===== src/rtl/tca_div.sv =====
// Restoring divider: a row of cells, each settling one quotient bit.
`timescale 1ns / 1ps
module tca_div #(
   parameter int WD = 8,
   parameter int NQ = 8,
   parameter int WS = 1
) (
   input  logic          clock,
   input  logic          en,
   input  logic [WD-1:0] rem_i,
   input  logic [NQ-1:0] lo_i,
   input  logic [WD-1:0] den,
   input  logic [WS-1:0] side_i,
   output logic [NQ-1:0] quo,
   output logic [WS-1:0] side_o
);
   logic [WD-1:0] rem_ff  [NQ];
   logic [NQ-1:0] lo_ff   [NQ];
   logic [WD-1:0] den_ff  [NQ];
   logic [NQ-1:0] quo_ff  [NQ];
   logic [WS-1:0] side_ff [NQ];

   genvar k;
   generate
      for (k = 0; k < NQ; k++) begin : g_cell
         logic [WD-1:0] rem_prev;
         logic [NQ-1:0] lo_prev;
         logic [WD-1:0] den_prev;
         logic [NQ-1:0] quo_prev;
         logic [WS-1:0] side_prev;
         logic [WD:0]   r2;
         logic          ge;
         logic [WD:0]   diff;
         logic [WD-1:0] rem_in;

         if (k == 0) begin : g_head
            assign rem_prev  = rem_i;
            assign lo_prev   = lo_i;
            assign den_prev  = den;
            assign quo_prev  = '0;
            assign side_prev = side_i;
         end else begin : g_link
            assign rem_prev  = rem_ff[k-1];
            assign lo_prev   = lo_ff[k-1];
            assign den_prev  = den_ff[k-1];
            assign quo_prev  = quo_ff[k-1];
            assign side_prev = side_ff[k-1];
         end

         assign r2     = {rem_prev, lo_prev[NQ-1]};
         assign ge     = (r2 >= {1'b0, den_prev});
         assign diff   = r2 - {1'b0, den_prev};
         assign rem_in = ge ? WD'(diff) : WD'(r2);

         always_ff @(posedge clock) begin
            if (en) begin
               rem_ff[k]  <= rem_in;
               lo_ff[k]   <= lo_prev << 1;
               den_ff[k]  <= den_prev;
               quo_ff[k]  <= {quo_prev[NQ-2:0], ge};
               side_ff[k] <= side_prev;
            end
         end
      end
   endgenerate

   assign quo    = quo_ff[NQ-1];
   assign side_o = side_ff[NQ-1];

endmodule


===== config.mk =====
export PLATFORM = sky130hd
export DESIGN_NAME = tca_div
export DESIGN_NICKNAME = d
export VERILOG_FILES = /design/src/rtl/tca_div.sv
export SDC_FILE = /design/constraint.sdc
export NUM_CORES = 1
export LEC_CHECK = 0
export BUFFER_PORTS_ARGS = -buffer_cell sky130_fd_sc_hd__buf_2
export CAP_MARGIN = 10
export CORE_MARGIN = 2
export CORE_UTILIZATION = 35
export DETAILED_ROUTE_END_ITERATION = 7
export GPL_ROUTABILITY_DRIVEN = 0
export SLEW_MARGIN = 20
export SYNTH_ARGS = -nofsm -noshare
export SYNTH_HDL_FRONTEND = slang
export SYNTH_SLANG_ARGS = --single-unit

===== constraint.sdc =====
create_clock -name clock -period 4.8 [get_ports clock]
set_clock_uncertainty 0.05 [all_clocks]
set_input_delay 0.24 -clock clock [delete_from_list [all_inputs] [get_ports clock]]
set_output_delay 0.24 -clock clock [all_outputs]
set_load 0.02 [all_outputs]

-- Word-level counts from Yosys, hierarchy flattened
Memories as Yosys holds them, arrays and structs flattened.
Index checks and enable logic that the tools add are counted.
- $add $sub $neg: 8
- $lt $le $gt $ge: 8
- multiplexer cells: 10
- operators by type and width (kind ; number):
    >= comparator 9 x 8 -> 1 bit ; 8
    two-way mux 8 bit ; 8
    subtractor 8 bit ; 8
    two-way mux 1 bit ; 2
- bits in registers: 0
- RAM bits: 256
- input port bits: 27
- output and inout bits: 9
- logic and storage cells: 31
- memories kept: 5
- memory list (name ; words ; bits a word ; read ports ; clocked after Yosys merged registers in ; write ports ; RTL line ; text):
    den_ff ; 8 ; 8 ; 7 ; 0 ; 8 ; 19 ; logic [WD-1:0] den_ff [NQ];
    quo_ff ; 8 ; 8 ; 8 ; 0 ; 8 ; 20 ; logic [NQ-1:0] quo_ff [NQ];
    rem_ff ; 8 ; 8 ; 7 ; 0 ; 8 ; 17 ; logic [WD-1:0] rem_ff [NQ];
    lo_ff ; 8 ; 7 ; 7 ; 0 ; 8 ; 18 ; logic [NQ-1:0] lo_ff [NQ];
    side_ff ; 8 ; 1 ; 8 ; 0 ; 8 ; 21 ; logic [WS-1:0] side_ff [NQ];

-- Longest topological paths before layout
An unclocked memory read counts as a cell.
- depth after elaboration: 3
- mapped depth: 8
- mapped depth without buffers: 8

-- Worst setup path before layout
No wires, ideal clock.
- kind: register to register
- start: memory rem_ff[3][5], in the netlist rem_ff[1][13]
- end: memory rem_ff[4][2], in the netlist rem_ff[2][2] (data pin)
- library setup time: 0.260 ns
- data arrival time: 1.908 ns
- required time: 4.490 ns
- path slack: 2.582 ns
- cell stages (with the launch flop): 6
- path buffers: 0
- path through: edfxtp_1 ha_1 o21a_1 a211o_1 a31oi_4 mux2_4
- RTL lines (element ; RTL line):
    start, declared ; 17

==> metrics <==
RSZ-0062 raised after global routing no; fillers 2353; Port Buffers 35; main combinational cell family by area after synthesis compound AO/OA/AOI/OAI gates; Slew @ Worst Pin ~1 ns; Hold Path Depth 3; ANT cells 0; period utilisation layout 51.1%; count leader, synth edfxtp_1; Mapped Area 0.00909 mm²; latest clock arrival within the worst-skew pair 0.43 ns; Die Width 165 µm; Lkg Pwr ~4.1 nW; Total Neg Setup Slack 0 ns; initial DRC count 332; CP endpoint kind flip-flop; worst reg2reg startpoint rem_ff[1][12]$_DFFE_PP_; deepest clock path buffer count 2; Period minus WS final 2.45 ns; relative slew slack roughly 33%; total power 0.00523 W; WL final 14000 µm; Post-Place Cells 1045; Clk pin slew, worst setup/hold paths roughly 0.070 ns; total I/O pin count 36; post-synthesis adder-cell area fraction 10.4%; H-Tree Depth 4; Initial Util between 30% and 40%; Syn-to-layout area delta 14.8%; top_reg_cell synth edfxtp_1; Cells after Synth 683; GRT Max-Usage Layer met2; Mapped Nets about 780; Critical Path AT 2.59 ns; r2r setup slk 2.35 ns; antenna violations before repair 0; post-CTS sizing 0; TritonRoute pass-1 iters 4; CTS root buf clkbuf_16; critical path startpoint rem_ff[1][12]$_DFFE_PP_; Critical Path Fanout Max 9; Simple-Gate Fraction of Synth Area 6.99%; largest net degree at the start of global routing 185; hpwl dp 9760 µm; CP startpoint kind flip-flop; total track usage 11.2%; PD cells 501 mW/mm²; Synth cell types just under 60; core footprint 0.0253 mm²; worst vdd ir 264 µV; complex-gate fraction of the synthesized area 10.9%; r2r endpoint rem_ff[2][7]$_DFFE_PP_; wire length per cell roughly 13 µm; Final nets 848; Synth Area per Inst 13.3 µm²; Synth warnings 0; mux cell area share after synthesis 4.47%; crit path kind flip-flop to flip-flop; Final Hold Viols 0; grt ovf 0; first-pass GRT wire length 24000 µm; worst hold-check path type input pin to flip-flop; Max-Cap Viols 0; via density per instance ~4.8; fin cells 1093; Post-synth EDFFs 184; post-synthesis xor/xnor area fraction 2.12%; most area-consuming cells after synthesis edfxtp_1, ha_1, inv_1, mux2_2, o21a_1; Fmax achieved 0.407 GHz; setup bufs post-CTS 0; share of cells above drive strength 1 13.4%; CP Data Required Time 4.93 ns; hold path start rem_i[6]; Hold Path Sink rem_ff[0][7]$_DFFE_PP_; Synth top cells by count edfxtp_1, inv_1, ha_1, nand2_1, o21ai_0; Final Util between 40% and 50%; total number of vias 5235; met1 usage between 10% and 20%; Post-synth ARST share 0%; die footprint 0.0273 mm²; Post-route DRC 0; R2R depth 6; CTS Sinks 184; status finished, final reports clean; vias in the first global route roughly 5300; Synth Register Bits approximately 180; final setup violating endpoints 0; Hold WS 0.0516 ns; largest area contributor in the netlist edfxtp_1; Die Ht 165 µm; TritonCTS clock tree built; antenna viol nets, final 0; CTS Buf Count 17; Max Slew Vio Count 0; M2 GR Usage 20.9%; post-synthesis sequential area ratio 60.8%; met3 Use GR 2.77%; Hold-fix buffers, CTS 16; Rows 58; Synth top area share 60.8%
[cell usage in the layout, fill, tap and decap left out, drive strengths merged, types with 9 or more instances in the layout]
cell,netlist,layout
mux2,22,22
o21a,21,21
dlygate4sd3,0,16
nor2,24,24
ha,64,64
xnor2,16,16
inv,99,106
o21ai,31,31
nor3,12,12
a21oi,30,30
buf,3,36
a21o,9,9
edfxtp,184,184
nand3,13,13
mux2i,14,14
nand2,34,34
nor2b,18,18
clkbuf,1,17
[worst max-delay path: stages (launching register included)]
cell and delay, ns:
edfxtp_1 0.41, ha_1 0.47, nand3_1 0.15, o21ai_1 0.08
a211o_1 0.36, a31oi_4 0.36, mux2_4 0.33
[registers in the layout, summed over array words and instances (netlist names)]
signal,cells
lo_ff,28
rem_ff,56
den_ff,56
side_ff,8
quo_ff,36
[stage by stage]
step                      area, µm²  setup slack, ns
after floorplan                9090             2.58
final                         10400             2.35
after detailed placement       9680             2.28
after global placement         9680             2.34
after global routing          10400             2.10
after CTS                     10400             2.27
[logic make-up (layout without fill, tap and decap cells)]
family	Yosys count	after routing
buffers and inverters	103	183
multiplexers	36	36
flip-flops	184	184
XOR/XNOR	22	22
AO/OA/AOI/OAI	141	141
AND/OR/NAND/NOR	126	126
adder cells (fa/ha/maj)	71	71
[power breakdown]
part           internal, W  total (W)  leakage [nW]  switching (W)
clock network     0.000695    0.00136         0.282       0.000662
registers          0.00215    0.00227          1.79       0.000116
logic             0.000771    0.00160          2.06       0.000830
[worst max-delay path by stage]
| stage | to | slack, ns |
|---|---|---|
| after floorplan | rem_ff[2][2]$_DFFE_PP_ | 2.58 |
| after global placement | rem_ff[0][3]$_DFFE_PP_ | 2.34 |
| after detailed placement | rem_ff[0][11]$_DFFE_PP_ | 2.28 |
| after CTS | rem_ff[0][3]$_DFFE_PP_ | 2.27 |
| after global routing | rem_ff[2][12]$_DFFE_PP_ | 2.10 |
| final | rem_ff[2][7]$_DFFE_PP_ | 2.35 |
[area by class of cell]
class,instances,area [µm²],share of cell area [%]
clock buffers,17,425,4.08
clock inverters,15,160,1.54
repair buffers,52,362,3.47
well taps,330,413,3.96
flip-flops and latches,184,5530,53.0
inverters,99,372,3.56
multi-input cells,396,3180,30.4
[metal layers]
layer  vias up  routed length [µm]
met2        70                7580
li1       2645                   -
met3        22                 352
met5         -                   0
met4         0                 338
met1      2498                5780
(Power assumes the default switching activity.)
