File: src/rtl/tca_mul.sv
// Pipelined multiplier: a row of cells, each adding one digit's partial product.
`timescale 1ns / 1ps
module tca_mul #(
   parameter int WA  = 8,
   parameter int WB  = 8,
   parameter int NST = 2,
   parameter int WS  = 1
) (
   input  logic             clock,
   input  logic             en,
   input  logic [WA-1:0]    a,
   input  logic [WB-1:0]    b,
   input  logic [WS-1:0]    side_i,
   output logic [WA+WB-1:0] p,
   output logic [WS-1:0]    side_o
);
   localparam int DIG = (WB + NST - 1) / NST;
   localparam int WBP = DIG * NST;
   localparam int WP  = WA + WB;

   logic [WP-1:0]  acc_ff  [NST];
   logic [WA-1:0]  a_ff    [NST];
   logic [WBP-1:0] b_ff    [NST];
   logic [WS-1:0]  side_ff [NST];

   genvar k;
   generate
      for (k = 0; k < NST; k++) begin : g_cell
         logic [WP-1:0]     acc_prev;
         logic [WP-1:0]     acc_in;
         logic [WA-1:0]     a_prev;
         logic [WBP-1:0]    b_prev;
         logic [WS-1:0]     side_prev;
         logic [WA+DIG-1:0] pp;

         if (k == 0) begin : g_head
            assign acc_prev  = '0;
            assign a_prev    = a;
            assign b_prev    = WBP'(b);
            assign side_prev = side_i;
         end else begin : g_link
            assign acc_prev  = acc_ff[k-1];
            assign a_prev    = a_ff[k-1];
            assign b_prev    = b_ff[k-1];
            assign side_prev = side_ff[k-1];
         end

         // low digit of the remaining multiplier, weighted by its place
         assign pp     = (WA+DIG)'(a_prev) * (WA+DIG)'(b_prev[DIG-1:0]);
         assign acc_in = acc_prev + (WP'(pp) << (k * DIG));

         always_ff @(posedge clock) begin
            if (en) begin
               acc_ff[k]  <= acc_in;
               a_ff[k]    <= a_prev;
               b_ff[k]    <= b_prev >> DIG;
               side_ff[k] <= side_prev;
            end
         end
      end
   endgenerate

   assign p      = acc_ff[NST-1];
   assign side_o = side_ff[NST-1];

endmodule

File: config.mk
export PLATFORM = sky130hd
export DESIGN_NAME = tca_mul
export DESIGN_NICKNAME = d
export VERILOG_FILES = /design/src/rtl/tca_mul.sv
export SDC_FILE = /design/constraint.sdc
export NUM_CORES = 1
export LEC_CHECK = 0
export ABC_AREA = 1
export BUFFER_PORTS_ARGS = -buffer_cell sky130_fd_sc_hd__buf_2
export CORE_ASPECT_RATIO = 1.25
export CORE_MARGIN = 1.5
export CORE_UTILIZATION = 35
export DETAILED_ROUTE_END_ITERATION = 7
export PLACE_DENSITY_LB_ADDON = 0.15
export SYNTH_ARGS = -nofsm -noshare
export SYNTH_HDL_FRONTEND = slang
export SYNTH_SLANG_ARGS = --single-unit
File: constraint.sdc
create_clock -name clock -period 4.7 [get_ports clock]
set_input_delay 0.235 -clock clock [delete_from_list [all_inputs] [get_ports clock]]
set_output_delay 0.235 -clock clock [all_outputs]
set_load 0.02 [all_outputs]
Word-level counts from Yosys, hierarchy flattened
Memories as Yosys holds them, arrays and structs flattened. Cells that the tools add are included.

Divide/modulo/power cells: 0. Muxes and demuxes: 2. Bitwise gates (word level): 0. Equality and inequality tests: 0. Add/subtract/negate cells: 1. Shifts and indexed selects: 0. Multipliers: 2. Reduce and logical (&&, ||, !) cells: 0. Magnitude comparators: 0.

Operator list (count): 8-bit by 4-bit multiplier with 12-bit output (2); 16-bit adder (1); 1-bit two-way mux (2).

RAM bits: 58. Memories: 4. Bits in read-only memories: 0. Output and inout port bits: 17. Input port bits: 19. Register bits after elaboration: 0. Bits in latches: 0. Word-level logic and storage cells: 9.

Memory list: acc_ff (depth 2, width 16, read ports 2, clocked after Yosys merged registers in 0, wr ports 2, line 21) `logic [WP-1:0] acc_ff [NST];`; a_ff (depth 2, width 8, read ports 1, clocked after Yosys merged registers in 0, wr ports 2, line 22) `logic [WA-1:0] a_ff [NST];`; b_ff (depth 2, width 4, read ports 1, clocked after Yosys merged registers in 0, wr ports 2, line 23) `logic [WBP-1:0] b_ff [NST];`; side_ff (depth 2, width 1, read ports 2, clocked after Yosys merged registers in 0, wr ports 2, line 24) `logic [WS-1:0] side_ff [NST];`.

Longest topological paths before layout
Gate-level depths: netlist (run 1). An unclocked memory read counts as a cell.

Depth after elaboration: 3. Gate-level depth with buffers: 21. Gate-level depth less buffers: 20.

Least setup slack after synthesis (run 1)
OpenSTA, ideal clock, no wires.

Path kind: register -> register. From: mem b_ff[0][3] (netlist bit). To: mem acc_ff[0][30] (netlist bit) (data pin). Clock period less this slack: 3795 ps. Arrival: 3542 ps. Setup slack: 905 ps. Required time: 4447 ps. Stages on the path, launching flop included: 21. Library setup time: 253 ps. Buffers on the path: 1. Cell sequence: edfxtp_1 > clkbuf_1 > nand2_1 > inv_1 > fa_1 > inv_1 > fa_1 > inv_1 > ha_1 > a21oi_1 > o21ai_0 > a21oi_1 > xnor2_1 > ha_1 > nand2_1 > inv_1 > nand3_1 > o211ai_1 > nand3_2 > nor2_1 > nor2_1.

RTL lines (line): start, declared (23); end, declared (21).

==> metrics.md, run 1 <==
| Metric | Value |
|---|---|
| Status | `completed` |
| Starting DRT DRC Count | `98` |
| Hold path cells | `1` |
| Initial Util | `35.7%` |
| Final hold violation count | `0` |
| Mapped Avg Cell Area | `roughly 9 sq um` |
| Fin util | `38.9%` |
| Clock transition at path regs | `around 60 ps` |
| Arrival @ worst endpoint | `a little over 4000 ps` |
| Synth warn | `0` |
| Buffers on Ports | `35` |
| Residual DRC | `0` |
| Register area share after synthesis | `33.4%` |
| DR vias | `~2.6k` |
| I/O pin count | `36` |
| Grt ovf | `0` |
| Setup Crit Path Kind | `reg2reg` |
| Drt pass-1 iters | `4` |
| Worst-case reg-to-reg path depth | `17` |
| Post-Route WL | `roughly 6.6 mm` |
| #FFs+latches synth | `42` |
| N_diodes | `0` |
| Fill cell count | `1089` |
| Unrepaired setup endpoints after global routing | `no` |
| GR Util All Layers | `around an eighth` |
| Most frequent cells in the layout | `nand2_1 (111), inv_1 (89), edfxtp_1 (42)` |
| Largest net degree at the start of global routing | `43` |
| Total CTS buffers | `5` |
| Most common library cell in the layout ignoring fill and taps | `nand2_1` |
| CP Max Fanout | `8` |
| Post-CTS setup buffer count | `0` |
| Resize count post-CTS | `0` |
| Clock Sinks | `42` |
| Layout area overhead | `8.89%` |
| HP Class | `in2reg` |
| Max Slew Vio Count | `0` |
| Vias per Instance | `4.48` |
| Yosys cell types | `24` |
| Std-Cell Rows | `42` |
| Crit path required time | `roughly 4800 ps` |
| Hold_buf cts | `0` |
| Slew @ Worst Pin | `935 ps` |
| Setup-failing EPs final | `0` |
| Period minus WS final | `4020 ps` |
| Initial antenna violation count | `0` |
| Worst Skew | `approximately 2.7 ps` |
| Tcrit/Tclk final | `85.6%` |
| Share of cells above drive strength 1 | `12.7%` |
| CTS root buf | `clkbuf_16` |
| Core area | `0.0106 sq mm` |
| Pwr dens | `between 400 and 500 mW/mm^2` |
| Final setup TNS | `0 ps` |
| Max_slew headroom | `37.7%` |
| Die Wd | `95.8 um` |
| DIE AREA | `0.0114 sq mm` |
| Max Clock Freq | `249 MHz` |
| Clock tree from TritonCTS | `built` |
| Cells after synthesis | `429` |
| Chip height | `119 um` |
| Max-cap violations | `0` |
| Setup crit start kind | `register` |
| VDD IR max | `approximately 0.16 mV` |
| Placer Congestion | `between 0.8 and 0.9` |
| Lkg Pwr | `2.30 nW` |
| First-pass GRT wire length | `around 11 mm` |
| Syn Std Cell Area | `0.00377 sq mm` |
| Htree depth | `2` |
| Crit. End Element | `register` |
| Hpwl dp | `5.52 mm` |
| Final #Nets | `532` |
| Post-DR wirelength/cell | `11.4 um` |
| Vias in the first global route | `2553` |
| Post-route ant nets | `0` |
| Clock latency on the worst-skew pair | `290 ps` |
| Max Root-Sink Buffers | `2` |
| Syn Nets | `514` |
## path summary, 6_finish.rpt
kind,from,endpoint,slack [ps]
hold reg to reg,side_ff[0][0]$_DFFE_PP_,side_ff[0][1]$_DFFE_PP_,420
setup reg to reg,b_ff[0][3]$_DFFE_PP_,acc_ff[0][30]$_DFFE_PP_,680
hold / removal,b[5],b_ff[0][1]$_DFFE_PP_,120
setup / recovery,b_ff[0][3]$_DFFE_PP_,acc_ff[0][30]$_DFFE_PP_,680
## critical path: stages (launching register included)
cell      delay, ps
edfxtp_1        500
nand2_1         100
inv_1            50
fa_1            530
inv_1            60
fa_1            520
inv_1            40
ha_1            360
a21oi_1         260
o21ai_0         140
a21oi_1         170
xnor2_1          80
ha_1            360
nand2_1          90
o211ai_1        270
nand3_2         110
nor2_1           90
nor2_1           50
## layer usage
metal  vias up  share of wire (%)  GRT usage, %
li1       1360                  -             -
met1      1200                 45          15.3
met2        30                 52          22.7
met3         8                2.1          1.53
met4         0                1.8          4.60
met5         -                  0             0
## metrics by stage
stage               hold slack, ps  std cells  area, sq um  setup slack [ps]  power (mW)
finish                         121        580         4110               678        1.82
CTS                            115        580         4110               673        1.85
global route                   115        580         4110               388        1.99
detailed placement             405        572         3960               683        1.50
global placement               401        572         3960               761        1.49
floorplan                      334        429         3770               905        1.35
## synthesized netlist by cell type
cell type | n | area (sq um)
clkbuf_1 | 8 | 30.0
nand2_2 | 8 | 50.1
o211ai_1 | 2 | 15.0
a21oi_1 | 18 | 90.1
nand2_4 | 1 | 11.3
edfxtp_1 | 42 | 1260
xnor2_1 | 2 | 17.5
o21bai_1 | 2 | 15.0
buf_4 | 16 | 120
xor2_1 | 17 | 149
nand3_1 | 19 | 95.1
nand4_1 | 4 | 25.0
a31oi_1 | 1 | 6.26
inv_2 | 1 | 3.75
nor2_2 | 2 | 12.5
ha_1 | 41 | 513
inv_1 | 89 | 334
fa_1 | 25 | 500
o21ai_1 | 1 | 5.00
o21ai_0 | 2 | 10.0
nand2_1 | 111 | 417
a21o_1 | 2 | 15.0
nor2_1 | 12 | 45.0
nand3_2 | 3 | 30.0
## layout make-up
| class | count | area (sq um) | share of cell area, % |
|---|---|---|---|
| timing repair buffer | 35 | 175 | 4.27 |
| clock buffer | 5 | 125 | 3.05 |
| tap | 132 | 165 | 4.02 |
| clock inverter | 3 | 20.0 | 0.488 |
| inverter | 90 | 338 | 8.23 |
| sequential | 42 | 1260 | 30.7 |
| multi-input combinational | 273 | 2020 | 49.2 |
## cell families (layout without fill, tap and decap cells)
family                     count (synthesis)  count (layout)  share of synthesized area, %
and+or+nand+nor                          160             160                          18.2
adders and majority gates                 66              66                          26.9
buffers and inverters                    114             133                          12.9
DFF                                       42              42                          33.4
AOI/OAI and AO/OA                         28              28                          4.15
xor gates and xnor gates                  19              19                          4.41
## where the power goes
group / internal, mW / leakage [nW] / total [mW] / switching, mW
Clock: 0.197 / 0.0679 / 0.343 / 0.146
Combinational: 0.346 / 1.82 / 0.901 / 0.556
Sequential: 0.548 / 0.412 / 0.578 / 0.0297
## state kept, by name, summed over array words and instances (netlist names)
name     cells
acc_ff      28
a_ff         8
side_ff      2
b_ff         4
Power figures use the tool's default switching activity.
==> inputs of run 2 (changes only) <==
==> constraint.sdc (replaced) <==
create_clock -name clock -period 3.65 [get_ports clock]
set_input_delay 0.1825 -clock clock [delete_from_list [all_inputs] [get_ports clock]]
set_output_delay 0.1825 -clock clock [all_outputs]
set_load 0.02 [all_outputs]
==> metrics.md, run 2 (synthesis results as in run 1) <==
| Metric | Value |
|---|---|
| Status | `completed` |
| Initial Util | `35.7%` |
| M1 wire length | `~3.0 mm` |
| Chip height | `approximately 120 um` |
| GR Util All Layers | `13.5%` |
| Most frequent cells in the layout | `nand2_1 (108), inv_1 (82), edfxtp_1 (42)` |
| VDD IR max | `0.236 mV` |
| Share of cells above drive strength 1 | `25.6%` |
| Drt pass-1 iters | `4` |
| Layout area overhead | `21.5%` |
| Dpl cell area | `about 0.0042 sq mm` |
| Switching Share | `between 30% and 40%` |
| N_diodes | `0` |
| Max Clock Freq | `275 MHz` |
| Core area | `0.0106 sq mm` |
| Grt ovf | `0` |
| Max Root-Sink Buffers | `2` |
| Setup-failing EPs final | `0` |
| Hold path cells | `1` |
| Arrival @ worst endpoint | `3680 ps` |
| Fill cell count | `1007` |
| Max reg flops | `28` |
| I/O pin count | `36` |
| Placer Congestion | `0.866` |
| RR Endpoint | `acc_ff[0][30]$_DFFE_PP_` |
| Clock Sinks | `42` |
| Setup crit start kind | `register` |
| RR Startpoint | `a_ff[0][3]$_DFFE_PP_` |
| Met3 WL | `between 150 and 200 um` |
| Worst Skew | `4.11 ps` |
| CP Buf/Inv Count | `4` |
| Clock transition at path regs | `60 ps` |
| Crit path required time | `approximately 3700 ps` |
| DR WL met2 | `3.71 mm` |
| Post-DR wirelength/cell | `around 12 um` |
| Buffers on Ports | `35` |
| Flop2flop setup slack | `about 20 ps` |
| Unrepaired setup endpoints after global routing | `yes` |
| Max_slew headroom | `38.9%` |
| P_int | `1.75 mW` |
| Family with the most delay on the worst path | `adder cells` |
| Setup Crit Path Kind | `reg2reg` |
| Largest reg by FF count | `acc_ff` |
| P_sw | `between 1 and 1.5 mW` |
| Clock share of power | `a little under a fifth` |
| Tcrit/Tclk final | `99.5%` |
| Final #Nets | `about 570` |
| DR vias | `between 2k and 3k` |
| Post-route cell area | `0.00458 sq mm` |
| Hpwl dp | `5.79 mm` |
| Slowest cell on the critical path | `fa_1` |
| CP most frequent cell | `inv_1` |
| Post-route ant nets | `0` |
| Hold Startpoint | `b[4]` |
| Worst path max stage delay | `520 ps` |
| Clock latency on the worst-skew pair | `between 200 and 300 ps` |
| CP Max Fanout | `4` |
| Die Wd | `95.8 um` |
| Lkg Pwr | `2.50 nW` |
| Std-Cell Rows | `42` |
| Worst-path cell chain | `nand2_1 > inv_1 > fa_1 > inv_1 > fa_1 > inv_2 > ha_4 > a21oi_4 > o21ai_4 > a21oi_2 > xnor2_1 > ha_1 > nand2_1 > inv_1 > nand3_1 > o211ai_1 > nand3_2 > nor2_2 > nor2_1` |
| HP Class | `in2reg` |
| Max Slew Vio Count | `0` |
| Hold_buf cts | `0` |
| Fin util | `43.4%` |
| Max-cap violations | `0` |
| Pwr dens | `between 600 and 700 mW/mm^2` |
| Vias in the first global route | `2735` |
| Htree depth | `2` |
| Most common library cell in the layout ignoring fill and taps | `nand2_1` |
| First-pass GRT wire length | `roughly 12 mm` |
| Post-Route WL | `7.17 mm` |
| DIE AREA | `0.0114 sq mm` |
| Top Metal Used | `met4` |
| Worst-case reg-to-reg path depth | `19` |
| Residual DRC | `0` |
| Total CTS buffers | `5` |
| Crit. End Element | `register` |
| Final hold violation count | `0` |
| Setup ws final | `slightly below 20 ps` |
| Slew @ Worst Pin | `just over 900 ps` |
| Hold EP | `b_ff[0][0]$_DFFE_PP_` |
| Period minus WS final | `3630 ps` |
| Vias per Instance | `4.41` |
| CTS root buf | `clkbuf_16` |
| Initial antenna violation count | `0` |
| Starting DRT DRC Count | `61` |
| Setup Slack @ Placement | `-74.5 ps` |
| Clock tree from TritonCTS | `built` |
| Largest registers | `acc_ff (28), a_ff (8), b_ff (4)` |
| Reg power frac | `26.5%` |
| Largest net degree at the start of global routing | `43` |
| Crit path launch | `a_ff[0][3]$_DFFE_PP_` |
| Logic gate share of total power | `55.0%` |
-- run 2: cell types whose count changed in the layout (fill, tap and decap cells not counted), moves of 3 or more --
| cell | previous run | this run |
|---|---|---|
| xor2_1 | 17 | 14 |
| ha_1 | 41 | 35 |
| a21oi_1 | 18 | 13 |
| xor2_2 | 0 | 3 |
| nand2_1 | 111 | 108 |
| a21oi_2 | 0 | 3 |
| ha_4 | 0 | 6 |
| inv_1 | 89 | 82 |
| buf_4 | 0 | 36 |
| inv_2 | 1 | 8 |
-- run 2: stage by stage --
step	total power [mW]	hold WS [ps]	setup TNS [ps]	std cells
final	2.82	73.0	0	616
after global placement	2.10	361	-55.7	596
after floorplan	1.77	281	0	429
after global routing	3.05	63.0	-617	616
after CTS	2.73	66.3	0	610
after detailed placement	2.10	364	-156	596
-- run 2: worst max path at each step --
stage,endpoint,slack (ps),depth (start not counted)
6_report,acc_ff[0][30]$_DFFE_PP_,20,19
3_3_place_gp,acc_ff[0][30]$_DFFE_PP_,-40,17
4_1_cts,acc_ff[0][30]$_DFFE_PP_,0.5,17
2_1_floorplan,acc_ff[0][30]$_DFFE_PP_,2,20
3_5_place_dp,acc_ff[0][30]$_DFFE_PP_,-70,19
5_1_grt,acc_ff[0][30]$_DFFE_PP_,-200,19
-- run 2: power groups by stage --
| stage | clock (mW) | combinational [mW] | sequential, mW |
|---|---|---|---|
| after floorplan | 0 | 1.02 | 0.743 |
| after global placement | 0 | 1.34 | 0.752 |
| after detailed placement | 0 | 1.35 | 0.753 |
| after CTS | 0.536 | 1.45 | 0.743 |
| after global routing | 0.556 | 1.74 | 0.760 |
| final | 0.521 | 1.55 | 0.746 |
-- run 2: per-layer routing --
| metal | global-route usage (%) | up-vias |
|---|---|---|
| li1 | - | 1427 |
| met2 | 23.7 | 43 |
| met1 | 15.7 | 1231 |
| met5 | 0 | - |
| met3 | 2.17 | 18 |
| met4 | 6.34 | 0 |
-- run 2: area by class of cell --
| cell class | instances | area (sq um) | area share (%) |
|---|---|---|---|
| clock buffers | 5 | 125 | 2.73 |
| clock inverters | 3 | 48.8 | 1.06 |
| inverters | 90 | 338 | 7.37 |
| multi-input cells | 273 | 2200 | 48.0 |
| flip-flops and latches | 42 | 1260 | 27.5 |
| well taps | 132 | 165 | 3.60 |
| repair buffers | 71 | 445 | 9.72 |
-- run 2: worst register-to-register path: stages (launching register included) --
cell	delay, ps
edfxtp_1	450
nand2_1	100
inv_1	50
fa_1	520
inv_1	50
fa_1	510
inv_2	50
ha_4	260
a21oi_4	180
o21ai_4	80
a21oi_2	120
xnor2_1	90
ha_1	320
nand2_1	70
inv_1	60
nand3_1	70
o211ai_1	150
nand3_2	140
nor2_2	90
nor2_1	40
-- run 2: timing repair --
item,4_1_cts,5_1_grt
pin swaps,16,31
buffers inserted,6,6
resized for setup,16,15
setup endpoints to repair,5,5
==> inputs of run 3 (changes only) <==
--- a/config.mk
+++ b/config.mk
@@ -5,13 +5,13 @@
 export SDC_FILE = /design/constraint.sdc
 export NUM_CORES = 1
 export LEC_CHECK = 0
-export ABC_AREA = 1
 export BUFFER_PORTS_ARGS = -buffer_cell sky130_fd_sc_hd__buf_2
 export CORE_ASPECT_RATIO = 1.25
 export CORE_MARGIN = 1.5
 export CORE_UTILIZATION = 35
 export DETAILED_ROUTE_END_ITERATION = 7
 export PLACE_DENSITY_LB_ADDON = 0.15
+export REMOVE_ABC_BUFFERS = 1
 export SYNTH_ARGS = -nofsm -noshare
 export SYNTH_HDL_FRONTEND = slang
 export SYNTH_SLANG_ARGS = --single-unit
==> metrics.md, run 3 <==
| Metric | Value |
|---|---|
| Placer Congestion | `~0.79` |
| Post-Route WL | `6.59 mm` |
| Syn Std Cell Area | `0.00353 sq mm` |
| Setup-failing EPs final | `5` |
| Final Power | `2.98 mW` |
| Final #Nets | `478` |
| Total CTS buffers | `5` |
| Synth warn | `0` |
| Setup Crit Path Kind | `reg2reg` |
| Core area | `0.00971 sq mm` |
| #FFs+latches synth | `42` |
| Die Wd | `92.8 um` |
| Max Root-Sink Buffers | `2` |
| Clock transition at path regs | `60 ps` |
| Lkg Pwr | `2.01 nW` |
| Yosys cell types | `34` |
| Most used DFF post-synth | `edfxtp_1` |
| Hold_buf cts | `0` |
| Initial Util | `36.4%` |
| VDD IR max | `0.297 mV` |
| Synth top cells by count | `and2_1 (44), edfxtp_1 (42), ha_1 (41)` |
| Post-DR wirelength/cell | `around 13 um` |
| DR vias | `2439` |
| Worst Skew | `around 5.0 ps` |
| Crit. End Element | `register` |
| Most frequent cells in the layout | `edfxtp_1 (42), and2_1 (39), buf_4 (36)` |
| Starting DRT DRC Count | `33` |
| Dpl cell area | `0.00398 sq mm` |
| Buffers on Ports | `35` |
| GR Util All Layers | `13.2%` |
| Fin cells | `520` |
| CTS root buf | `clkbuf_16` |
| Mapped Avg Cell Area | `approximately 11 sq um` |
| Largest net degree at the start of global routing | `43` |
| Vias per Instance | `4.69` |
| Max Slew Vio Count | `0` |
| Number of enable flip-flop cells after synthesis | `42` |
| Setup ws final | `-107 ps` |
| Setup crit start kind | `register` |
| Max-cap violations | `0` |
| Register area share after synthesis | `35.7%` |
| Grt ovf | `0` |
| Worst-case reg-to-reg path depth | `16` |
| Residual DRC | `0` |
| HP Class | `in2reg` |
| Arrival @ worst endpoint | `between 3000 and 4000 ps` |
| Unrepaired setup endpoints after global routing | `yes` |
| Chip height | `115 um` |
| Layout area overhead | `27.4%` |
| Htree depth | `2` |
| Post-route cell area | `0.00450 sq mm` |
| Slew @ Worst Pin | `939 ps` |
| Max Clock Freq | `266 MHz` |
| Largest reg by FF count | `acc_ff` |
| Period minus WS final | `3760 ps` |
| N_diodes | `0` |
| Clock tree from TritonCTS | `built` |
| Max reg flops | `28` |
| Drt pass-1 iters | `4` |
| Share of the synthesized area in the top cell type | `a little over a third` |
| Flop2flop setup slack | `-110 ps` |
| Cells after synthesis | `about 330` |
| Max_slew headroom | `37.4%` |
| Synth area leader | `edfxtp_1` |
| Std-Cell Rows | `40` |
| CP Max Fanout | `5` |
| Vias in the first global route | `roughly 2.4k` |
| Async SR Flop Fraction | `0%` |
| Final hold violation count | `0` |
| Post-route ant nets | `0` |
| First-pass GRT wire length | `11.1 mm` |
| Clock latency on the worst-skew pair | `290 ps` |
| Tcrit/Tclk final | `103%` |
| Largest registers | `acc_ff (28), a_ff (8), b_ff (4)` |
| Fill cell count | `958` |
| Clock Sinks | `42` |
| I/O pin count | `36` |
| Failing checks | `negative setup slack` |
| Initial antenna violation count | `0` |
| Share of cells above drive strength 1 | `33.0%` |
| Hpwl dp | `5.28 mm` |
| Hold path cells | `1` |
| Pwr dens | `663 mW/mm^2` |
| Main area contributors after synthesis | `edfxtp_1 (36%), ha_1 (15%), fa_1 (14%)` |
| Most common library cell in the layout ignoring fill and taps | `edfxtp_1` |
| Placed insts | `502` |
| Status | `finished with violations` |
| Cell with the most instances after synthesis | `and2_1` |
| DIE AREA | `roughly 0.011 sq mm` |
| Crit path required time | `roughly 3700 ps` |
## run 3: cell count changes after synthesis, moves of 10 or more
| cell | before | now |
|---|---|---|
| inv_1 | 89 | 30 |
| xnor2_1 | 2 | 14 |
| xor2_1 | 17 | 7 |
| nand2_1 | 111 | 28 |
| and2_1 | 0 | 44 |
| nand3_1 | 19 | 2 |
## run 3: timing repair
action                     4_1_cts  5_1_grt
gates resized for setup         27       29
setup endpoints to repair        6        7
pin swaps                       15       17
setup buffers                    7        3
hold endpoints to repair         0        0
## run 3: logic make-up (layout without fill, tap and decap cells)
kind of cell	after synthesis	in the layout	share of synthesized area, %
flops	42	42	35.7
simple gates	107	107	15.7
xor+xnor	21	21	5.21
compound gates	44	44	8.08
buf+inv	46	114	6.59
fa+ha+maj	66	66	28.7
## run 3: layout make-up
cell class | instances | area [sq um] | share of cell area (%)
multi-input combinational | 238 | 2300 | 51.0
inverter | 30 | 113 | 2.50
tap | 126 | 158 | 3.50
clock buffer | 5 | 125 | 2.78
timing repair buffer | 76 | 502 | 11.2
sequential | 42 | 1260 | 28.0
clock inverter | 3 | 45.0 | 1.00
## run 3: worst max-delay path, stage by stage, from the launching register on
cell and delay, ps:
edfxtp_1 450, and2_4 180, fa_1 520, inv_1 50, fa_1 500, inv_2 50
ha_4 220, buf_6 120, a21oi_4 120, inv_2 50, a21oi_2 170, xnor2_2 90
ha_2 190, or3_4 400, o22ai_4 210, nor3_2 70, xnor2_1 140
## run 3: metrics by stage
| stage | utilization [%] | hold slack, ps | setup slack (ps) | setup TNS [ps] |
|---|---|---|---|---|
| 2_1_floorplan | - | 281 | -182 | -514 |
| 3_3_place_gp | 41.0 | 360 | -208 | -1120 |
| 3_5_place_dp | 41.0 | 364 | -280 | -1370 |
| 4_1_cts | 44.6 | 67.5 | -124 | -469 |
| 5_1_grt | 46.3 | 68.5 | -245 | -1160 |
| 6_report | 46.3 | 75.1 | -107 | -340 |
## run 3: final timing paths
path / start / end
worst max register to register: b_ff[0][3]$_DFFE_PP_ / acc_ff[0][30]$_DFFE_PP_
worst min-delay path: b[4] / b_ff[0][0]$_DFFE_PP_
worst max-delay path: b_ff[0][3]$_DFFE_PP_ / acc_ff[0][30]$_DFFE_PP_
worst min register to register: side_ff[0][0]$_DFFE_PP_ / side_ff[0][1]$_DFFE_PP_
## run 3: report_power, final
part           total (mW)  internal [mW]  switching (mW)
clock               0.501          0.322           0.179
combinational        1.73          0.903           0.832
sequential          0.746          0.706          0.0409
## run 3: routing by layer
metal / vias to the layer above / wire length, um / part of all wire (%) / global-route usage (%)
met5: - / 0 / 0 / 0
met3: 6 / 126 / 1.9 / 2.18
li1: 1228 / - / - / -
met1: 1182 / 2770 / 42 / 15.9
met2: 23 / 3590 / 54 / 23.8
met4: 0 / 110 / 1.7 / 4.55
